[src/design/dcdt_pkg.sv]
`default_nettype none
package dcdt_pkg;

  // request codes
  localparam logic [1:0] REQ_TICK  = 2'd0;
  localparam logic [1:0] REQ_WRITE = 2'd1;
  localparam logic [1:0] REQ_READ  = 2'd2;

  // register addresses
  localparam logic [2:0] ADDR_LOAD   = 3'd0;
  localparam logic [2:0] ADDR_VALUE  = 3'd1;
  localparam logic [2:0] ADDR_CTRL   = 3'd2;
  localparam logic [2:0] ADDR_INTCLR = 3'd3;
  localparam logic [2:0] ADDR_RIS    = 3'd4;
  localparam logic [2:0] ADDR_MIS    = 3'd5;

  // control word bits
  localparam int CTL_ONESHOT = 0;
  localparam int CTL_SIZE32  = 1;
  localparam int CTL_PRE_LO  = 2;
  localparam int CTL_INTEN   = 5;
  localparam int CTL_PERIOD  = 6;
  localparam int CTL_ENABLE  = 7;

  // prescale codes
  localparam logic [1:0] PRE_DIV16  = 2'd1;
  localparam logic [1:0] PRE_DIV256 = 2'd2;

  localparam logic [7:0]  CTL_RESET   = 8'h20;
  localparam logic [7:0]  CTL_WR_MASK = 8'hEF;
  localparam logic [31:0] COUNT_RESET = 32'hFFFF_FFFF;

  // one registered operation as seen by a timer
  typedef struct packed {
    logic        fire;
    logic [1:0]  req_type;
    logic [2:0]  reg_addr;
    logic [31:0] write_data;
  } op_t;

endpackage
`default_nettype wire

[src/design/dcdt_req_if.sv]
`default_nettype none
interface dcdt_req_if;
  logic        valid;
  logic        ready;
  logic [1:0]  req_type;
  logic        timer_select;
  logic [2:0]  reg_addr;
  logic [31:0] write_data;

  modport source (output valid, req_type, timer_select, reg_addr, write_data, input ready);
  modport sink   (input valid, req_type, timer_select, reg_addr, write_data, output ready);
endinterface
`default_nettype wire

[src/design/dcdt_rsp_if.sv]
`default_nettype none
interface dcdt_rsp_if;
  logic        valid;
  logic        ready;
  logic [31:0] read_data;
  logic [1:0]  irq_lines;

  modport source (output valid, read_data, irq_lines, input ready);
  modport sink   (input valid, read_data, irq_lines, output ready);
endinterface
`default_nettype wire

[src/design/dcdt_timer.sv]
`default_nettype none
module dcdt_timer (
  input  wire logic        clk,
  input  wire logic        rst,
  input  wire dcdt_pkg::op_t op,
  output logic [31:0]      read_data,
  output logic             irq_next
);

  logic [7:0]  ctl;
  logic [31:0] reload;
  logic [31:0] count;
  logic        raw;
  logic [7:0]  pre;

  logic [7:0]  ctl_next;
  logic [31:0] reload_next;
  logic [31:0] count_next;
  logic        raw_next;
  logic [7:0]  pre_next;

  logic [31:0] mask;
  logic [31:0] cur;
  logic [31:0] step_val;
  logic [8:0]  pre_inc;
  logic        terminal;
  logic [1:0]  pre_code;

  // counter size and current count
  assign mask     = ctl[dcdt_pkg::CTL_SIZE32] ? 32'hFFFF_FFFF : 32'h0000_FFFF;
  assign cur      = count & mask;
  assign pre_code = ctl[dcdt_pkg::CTL_PRE_LO +: 2];
  assign pre_inc  = {1'b0, pre} + 9'd1;

  // prescaler terminal count
  always_comb begin
    case (pre_code)
      dcdt_pkg::PRE_DIV16:  terminal = (pre_inc >= 9'd16);
      dcdt_pkg::PRE_DIV256: terminal = (pre_inc >= 9'd256);
      default:              terminal = 1'b1;
    endcase
  end

  // value after one counter step, when not halting
  always_comb begin
    if (cur != 32'd0) begin
      step_val = cur - 32'd1;
    end else if (ctl[dcdt_pkg::CTL_PERIOD]) begin
      step_val = reload & mask;
    end else begin
      step_val = mask;
    end
  end

  // state update for the operation in hand
  always_comb begin
    ctl_next    = ctl;
    reload_next = reload;
    count_next  = count;
    raw_next    = raw;
    pre_next    = pre;
    read_data   = 32'd0;
    if (op.fire) begin
      case (op.req_type)
        dcdt_pkg::REQ_TICK: begin
          if (ctl[dcdt_pkg::CTL_ENABLE]) begin
            if (terminal) begin
              pre_next = 8'd0;
              if (cur == 32'd0 && ctl[dcdt_pkg::CTL_ONESHOT]) begin
                count_next = 32'd0;
              end else begin
                count_next = step_val;
                if (step_val == 32'd0) raw_next = 1'b1;
              end
            end else begin
              pre_next = pre_inc[7:0];
            end
          end
        end
        dcdt_pkg::REQ_WRITE: begin
          unique case (op.reg_addr)
            dcdt_pkg::ADDR_LOAD: begin
              reload_next = op.write_data;
              count_next  = op.write_data;
            end
            dcdt_pkg::ADDR_CTRL:   ctl_next = op.write_data[7:0] & dcdt_pkg::CTL_WR_MASK;
            dcdt_pkg::ADDR_INTCLR: raw_next = 1'b0;
            default: ;
          endcase
        end
        dcdt_pkg::REQ_READ: begin
          unique case (op.reg_addr)
            dcdt_pkg::ADDR_LOAD:  read_data = reload;
            dcdt_pkg::ADDR_VALUE: read_data = cur;
            dcdt_pkg::ADDR_CTRL:  read_data = {24'd0, ctl};
            dcdt_pkg::ADDR_RIS:   read_data = {31'd0, raw};
            dcdt_pkg::ADDR_MIS:   read_data = {31'd0, raw & ctl[dcdt_pkg::CTL_INTEN]};
            default:              read_data = 32'd0;
          endcase
        end
        default: ;
      endcase
    end
  end

  // masked interrupt after the operation
  assign irq_next = raw_next & ctl_next[dcdt_pkg::CTL_INTEN];

  always_ff @(posedge clk) begin
    if (rst) begin
      ctl    <= dcdt_pkg::CTL_RESET;
      reload <= 32'd0;
      count  <= dcdt_pkg::COUNT_RESET;
      raw    <= 1'b0;
      pre    <= 8'd0;
    end else begin
      ctl    <= ctl_next;
      reload <= reload_next;
      count  <= count_next;
      raw    <= raw_next;
      pre    <= pre_next;
    end
  end

endmodule
`default_nettype wire

[src/design/dual_down_counter_timer_unit.sv]
// pipeline: an accepted beat passes through the input register, then the result register
// throughput: one beat per cycle while rsp.ready is high; each timer's state is updated in the cycle
//   between the input register and the result register
// reset (synchronous): control 0x20, load 0, value all ones, interrupts and
//   prescalers cleared, both pipeline registers emptied
`default_nettype none
module dual_down_counter_timer_unit #(
  parameter int NUM_TIMERS = 2
) (
  input  wire logic clk,
  input  wire logic rst,
  dcdt_req_if.sink   req,
  dcdt_rsp_if.source rsp
);

  localparam int MAX_TIMERS = 2;

  logic        in_valid;
  logic [1:0]  in_req_type;
  logic        in_sel;
  logic [2:0]  in_addr;
  logic [31:0] in_data;

  logic        out_valid;
  logic [31:0] out_read_data;
  logic [1:0]  out_irq;

  logic        advance;
  logic        fire;
  logic [31:0] rd [MAX_TIMERS];
  logic [1:0]  irq_next;

  // stage handshakes
  assign advance   = !out_valid || rsp.ready;
  assign fire      = in_valid && advance;
  assign req.ready = !in_valid || advance;

  // input register
  always_ff @(posedge clk) begin
    if (rst) begin
      in_valid <= 1'b0;
    end else if (req.ready) begin
      in_valid <= req.valid;
    end
    if (req.ready && req.valid) begin
      in_req_type <= req.req_type;
      in_sel      <= req.timer_select;
      in_addr     <= req.reg_addr;
      in_data     <= req.write_data;
    end
  end

  // timer channels
  for (genvar k = 0; k < MAX_TIMERS; k++) begin : g_timer
    if (k < NUM_TIMERS) begin : g_on
      dcdt_pkg::op_t op;
      assign op.fire       = fire && (in_sel == 1'(k));
      assign op.req_type   = in_req_type;
      assign op.reg_addr   = in_addr;
      assign op.write_data = in_data;

      dcdt_timer u_timer (
        .clk       (clk),
        .rst       (rst),
        .op        (op),
        .read_data (rd[k]),
        .irq_next  (irq_next[k])
      );
    end else begin : g_off
      assign rd[k]       = 32'd0;
      assign irq_next[k] = 1'b0;
    end
  end

  // result register
  always_ff @(posedge clk) begin
    if (rst) begin
      out_valid <= 1'b0;
    end else if (advance) begin
      out_valid <= in_valid;
    end
    if (fire) begin
      out_read_data <= rd[0] | rd[1];
      out_irq       <= irq_next;
    end
  end

  assign rsp.valid     = out_valid;
  assign rsp.read_data = out_read_data;
  assign rsp.irq_lines = out_irq;

endmodule
`default_nettype wire
[src/flat_wrapper.sv]
// flat-port wrapper written by rule: the top's interface ports become plain ports
module dual_down_counter_timer_unit_flat 
#(
  parameter int NUM_TIMERS = 2
)
  (clk, rst, req_valid, req_req_type, req_timer_select, req_reg_addr, req_write_data, req_ready, rsp_valid, rsp_read_data, rsp_irq_lines, rsp_ready);
  dcdt_req_if req_i ();
  dcdt_rsp_if rsp_i ();
  input  wire logic clk;
  input  wire logic rst;
  input wire logic [$bits(req_i.valid)-1:0] req_valid;
  input wire logic [$bits(req_i.req_type)-1:0] req_req_type;
  input wire logic [$bits(req_i.timer_select)-1:0] req_timer_select;
  input wire logic [$bits(req_i.reg_addr)-1:0] req_reg_addr;
  input wire logic [$bits(req_i.write_data)-1:0] req_write_data;
  output wire logic [$bits(req_i.ready)-1:0] req_ready;
  output wire logic [$bits(rsp_i.valid)-1:0] rsp_valid;
  output wire logic [$bits(rsp_i.read_data)-1:0] rsp_read_data;
  output wire logic [$bits(rsp_i.irq_lines)-1:0] rsp_irq_lines;
  input wire logic [$bits(rsp_i.ready)-1:0] rsp_ready;
  assign req_i.valid = req_valid;
  assign req_i.req_type = req_req_type;
  assign req_i.timer_select = req_timer_select;
  assign req_i.reg_addr = req_reg_addr;
  assign req_i.write_data = req_write_data;
  assign req_ready = req_i.ready;
  assign rsp_valid = rsp_i.valid;
  assign rsp_read_data = rsp_i.read_data;
  assign rsp_irq_lines = rsp_i.irq_lines;
  assign rsp_i.ready = rsp_ready;
  dual_down_counter_timer_unit #(.NUM_TIMERS(NUM_TIMERS)) u_core (.clk(clk), .rst(rst), .req(req_i), .rsp(rsp_i));
endmodule
[config.mk]
export PLATFORM = sky130hd
export DESIGN_NAME = dual_down_counter_timer_unit_flat
export DESIGN_NICKNAME = d
export VERILOG_FILES = /design/src/design/dcdt_pkg.sv /design/src/design/dcdt_req_if.sv /design/src/design/dcdt_rsp_if.sv /design/src/design/dcdt_timer.sv /design/src/design/dual_down_counter_timer_unit.sv /design/src/flat_wrapper.sv
export SDC_FILE = /design/constraint.sdc
export NUM_CORES = 1
export LEC_CHECK = 0
export BUFFER_PORTS_ARGS = -buffer_cell sky130_fd_sc_hd__buf_2
export CAP_MARGIN = 40
export CORE_ASPECT_RATIO = 0.7
export CORE_MARGIN = 2
export CORE_UTILIZATION = 35
export CTS_BUF_LIST = sky130_fd_sc_hd__clkbuf_4 sky130_fd_sc_hd__clkbuf_8 sky130_fd_sc_hd__clkbuf_16
export CTS_CLUSTER_DIAMETER = 100
export DETAILED_ROUTE_END_ITERATION = 8
export PLACE_DENSITY = 0.51
export SLEW_MARGIN = 15
export SYNTH_ARGS = -nofsm -noshare
export SYNTH_HDL_FRONTEND = slang
export SYNTH_SLANG_ARGS = --single-unit
[constraint.sdc]
create_clock -name clk -period 10.2 [get_ports clk]
set_input_delay 0.51 -clock clk [delete_from_list [all_inputs] [get_ports clk]]
set_output_delay 0.51 -clock clk [all_outputs]
set_load 0.01 [all_outputs]
==> flow_summary_export.csv <==
group,metric,value,unit
outcome,outcome,"completed",
logic_synthesis,yosys_register_bits,234,
clocking,cts_buffers,26,
grt,grt_pass1_vias,12040,
floorplanning,dieArea,0.03972,sq mm
power,seqPwrFrac,49.0,%
clocking,clk_pin_slew,0.06,ns
logic_synthesis,async_reset_ff_share,0,%
drt,antenna_left,0,
drt,dr.pass1.iters,5,
final_layout,num-fill-cells,3853,
timing,timing.final.crit_share,39.16,%
grt,grt_max_degree,66,
logic_synthesis,synth.yosys.seq_area_share,40.52,%
power,switchingPower,0.5024,mW
clocking,cts.sinks,234,
logic_synthesis,yosys_most_used_dff,"dfxtp_1",
power,p_clk_share,46.1,%
clocking,cts_root_buf,"clkbuf_16",
logic_synthesis,synth_edf_count,72,
final_layout,design_area,0.01504,sq mm
logic_synthesis,ys.warnings.count,0,
logic_synthesis,yosys.cell_types.count,84,
drt,viasPerCell,6.144,
logic_synthesis,synth_area_leaders,"dfxtp_1 (24%), edfxtp_1 (16%), nand2_1 (6.4%)",
flow_run,maxCapViolations,0,
grt,grt_first_pass_wirelength,79010,um
drt,vias,13010,
timing,max_freq,250.4,MHz
floorplanning,die_x,237.3,um
timing,hold_viol_final,0,
floorplanning,start_util,35.71,%
final_layout,drive_above_1_share,13.51,%
final_layout,final_nets,1661,
power,swShare,24.60,%
power,powerDensity,135.8,mW/mm^2
timing,skew,0.03283,ns
timing,slew_headroom,43.17,%
placed_design,globalplace.congestion,0.9583,
grt,grt-ovfl-total,0,
timing,finalSetupViolCount,0,
final_layout,finalNonFillerCells,2117,
power,irDropWorstVdd,0.1320,mV
placed_design,postPlaceCellArea,0.01417,sq mm
drt,routedWlPerCell,24.79,um
timing,worst_pin_slew,0.8525,ns
floorplanning,coreArea,0.03735,sq mm
clocking,cts_resized,0,
critical_path,max_stage_delay,0.85,ns
timing,fin_crit,3.994,ns
critical_path,worstPathMaxFanout,25,
drt,drtIter0Drc,1376,
timing,fin_tns_setup,0,ns
logic_synthesis,syn_area,0.01334,sq mm
critical_path,startpoint_type,"flop",
logic_synthesis,netlist_instances,1605,
timing,drv_slew,0,
grt,met2_usage,35.08,%
critical_path,critical_path_required,10.59,ns
critical_path,path_cells,"nor4_4 -> and4_1 -> and3_1 -> mux2i_1 -> or2_0 -> nor4_1 -> nand3b_1 -> o22ai_1",
clocking,post-cts-setup-buffers,0,
grt,gr-usage-all-layers,25.95,%
critical_path,critPathArrivalTime,4.38,ns
logic_synthesis,yosysTopAreaCell,"dfxtp_1",
drt,drt-total-wl,52490,um
power,power.internal,1.540,mW
clocking,ctsHoldBuffers,0,
critical_path,crit_slowest_cell,"and4_1",
final_layout,syn2layout_area_growth,12.76,%
clocking,cts_tree,"done",
floorplanning,num_rows,59,
timing,rsz0062_at_grt,"no",
grt,globalRouteMet3Util,6.825,%
placed_design,dp_cells,2067,
placed_design,port_buffers,77,
placed_design,place_hpwl,37270,um
final_layout,final_util,40.27,%
critical_path,r2r_slack,6.21,ns
clocking,clockBufferDepth,3,
floorplanning,pin_count,78,
grt,gr-usage-met1,39.66,%
power,p_leak,4.998,nW
critical_path,path_class,"reg2reg",
logic_synthesis,postSynthNetCount,1658,
clocking,htree_levels,1,
power,combinationalPowerShare,4.9,%
logic_synthesis,synth.top_cell.area_share,24.31,%
grt,busiest_layer,"met1",
min_path,hold_path.class,"in2reg",
floorplanning,die_h,167.3,um
clocking,clock_latency,0.58,ns
critical_path,end_kind,"flop",
logic_synthesis,syn_area_per_cell,8.312,sq um
drt,route.detailed.drc,0,
grt,antenna_found_initial,0,
## per-layer routing
metal | vias to the layer above | wire length [um]
met4 | 0 | 1574
met1 | 6348 | 25730
met2 | 587 | 20380
met3 | 75 | 4806
met5 | - | 0
li1 | 5997 | -
## synth_stat cells, drive strengths merged, types with 6 or more instances
cell type and number:
or2 20, nand2 229, o211ai 13, o22ai 31, clkbuf 123, and3 10, a211oi 14, a32oi 7
o41ai 8, dfxtp 162, nor3 29, a22oi 51, edfxtp 72, nor2 132, buf 18, o31a 6
or4 18, ha 11, o21bai 36, nand3 42, o31ai 8, nand4 27, nor4 30, a21oi 120
a211o 17, o21ai 83, nand2b 24, xor2 12, or3 27, nor3b 7, a221oi 37, a31oi 18
inv 24, o311ai 19, mux2 8, mux2i 28, xnor2 19
## kinds of logic after synthesis
group | Yosys count | share of synthesized area, %
simple gates | 623 | 23.11
compound gates | 504 | 25.36
flops | 234 | 40.52
buf+inv | 166 | 5.168
mux | 36 | 2.776
xor+xnor | 31 | 2.035
fa+ha+maj | 11 | 1.032
## metrics by stage
step           worst slack (ns)  total power, mW  hold slack [ns]
2_1_floorplan             6.026            1.061           0.4427
3_3_place_gp              6.368            1.116           0.4584
3_5_place_dp              6.370            1.117           0.4716
4_1_cts                   6.350            2.061          0.09915
5_1_grt                   5.887            2.106           0.1028
6_report                  6.206            2.042           0.1127
## area by class of cell
class / instances / area, sq um / share of cell area, %
diodes: 1 / 2.502 / 0.01664
repair buffers: 116 / 753.2 / 5.007
well taps: 488 / 610.6 / 4.059
flip-flops and latches: 234 / 5405 / 35.93
inverters: 25 / 93.84 / 0.6239
clock inverters: 14 / 112.6 / 0.7486
clock buffers: 34 / 729.5 / 4.849
multi-input cells: 1205 / 7335 / 48.76
## power groups by stage
stage / clock (mW) / combinational, mW / sequential (mW)
after global placement: 0 / 0.0960 / 1.02
after floorplan: 0 / 0.0519 / 1.01
after CTS: 0.964 / 0.0976 / 1.00
after global routing: 0.998 / 0.106 / 1.00
final: 0.942 / 0.0999 / 1.00
after detailed placement: 0 / 0.0972 / 1.02
## cells in the final DEF (no fill, tap or decap), types with 26 or more instances in the layout
cell type	n
a21oi_1	117
nand2_1	228
o22ai_1	31
a221oi_1	37
clkbuf_16	26
a22oi_1	51
edfxtp_1	72
dfxtp_1	162
nor3_1	27
nor2_1	130
o21ai_0	79
o21bai_1	36
buf_4	34
buf_2	76
mux2i_1	28
nand4_1	27
nand3_1	41
## flip-flops by register name (all words and copies together) (netlist names)
signal                              cells
u_core.g_timer.g_on.u_timer.raw         2
u_core.rsp.valid                        1
u_core.in_addr                          3
u_core.g_timer.g_on.u_timer.count      64
u_core.in_data                         32
u_core.in_valid                         1
u_core.in_req_type                      2
u_core.g_timer.g_on.u_timer.ctl        14
u_core.g_timer.g_on.u_timer.pre        16
u_core.rsp.read_data                   32
u_core.in_sel                           1
u_core.g_timer.g_on.u_timer.reload     64
u_core.rsp.irq_lines                    2
## path summary, 6_finish.rpt
| check | start | to | cells past startpoint |
|---|---|---|---|
| setup / recovery | u_core.g_timer[1].g_on.u_timer.count[4]$_SDFFE_PP1P_ | u_core.rsp.irq_lines[1]$_DFFE_PP_ | 8 |
| hold / removal | req_write_data[1] | u_core.in_data[1]$_DFFE_PP_ | 1 |
| setup reg to reg | u_core.g_timer[1].g_on.u_timer.count[4]$_SDFFE_PP1P_ | u_core.rsp.irq_lines[1]$_DFFE_PP_ | 8 |
| hold reg to reg | u_core.g_timer[1].g_on.u_timer.reload[17]$_SDFFE_PP0P_ | u_core.g_timer[1].g_on.u_timer.reload[17]$_SDFFE_PP0P_ | 2 |
## critical path: cells and delay by family (launching register included)
kind	cells	cell delay [ns]
AOI/OAI and AO/OA	1	0.14
DFF	1	0.41
muxes	1	0.18
and+or+nand+nor	6	3.07
(Power assumes the default switching activity.)
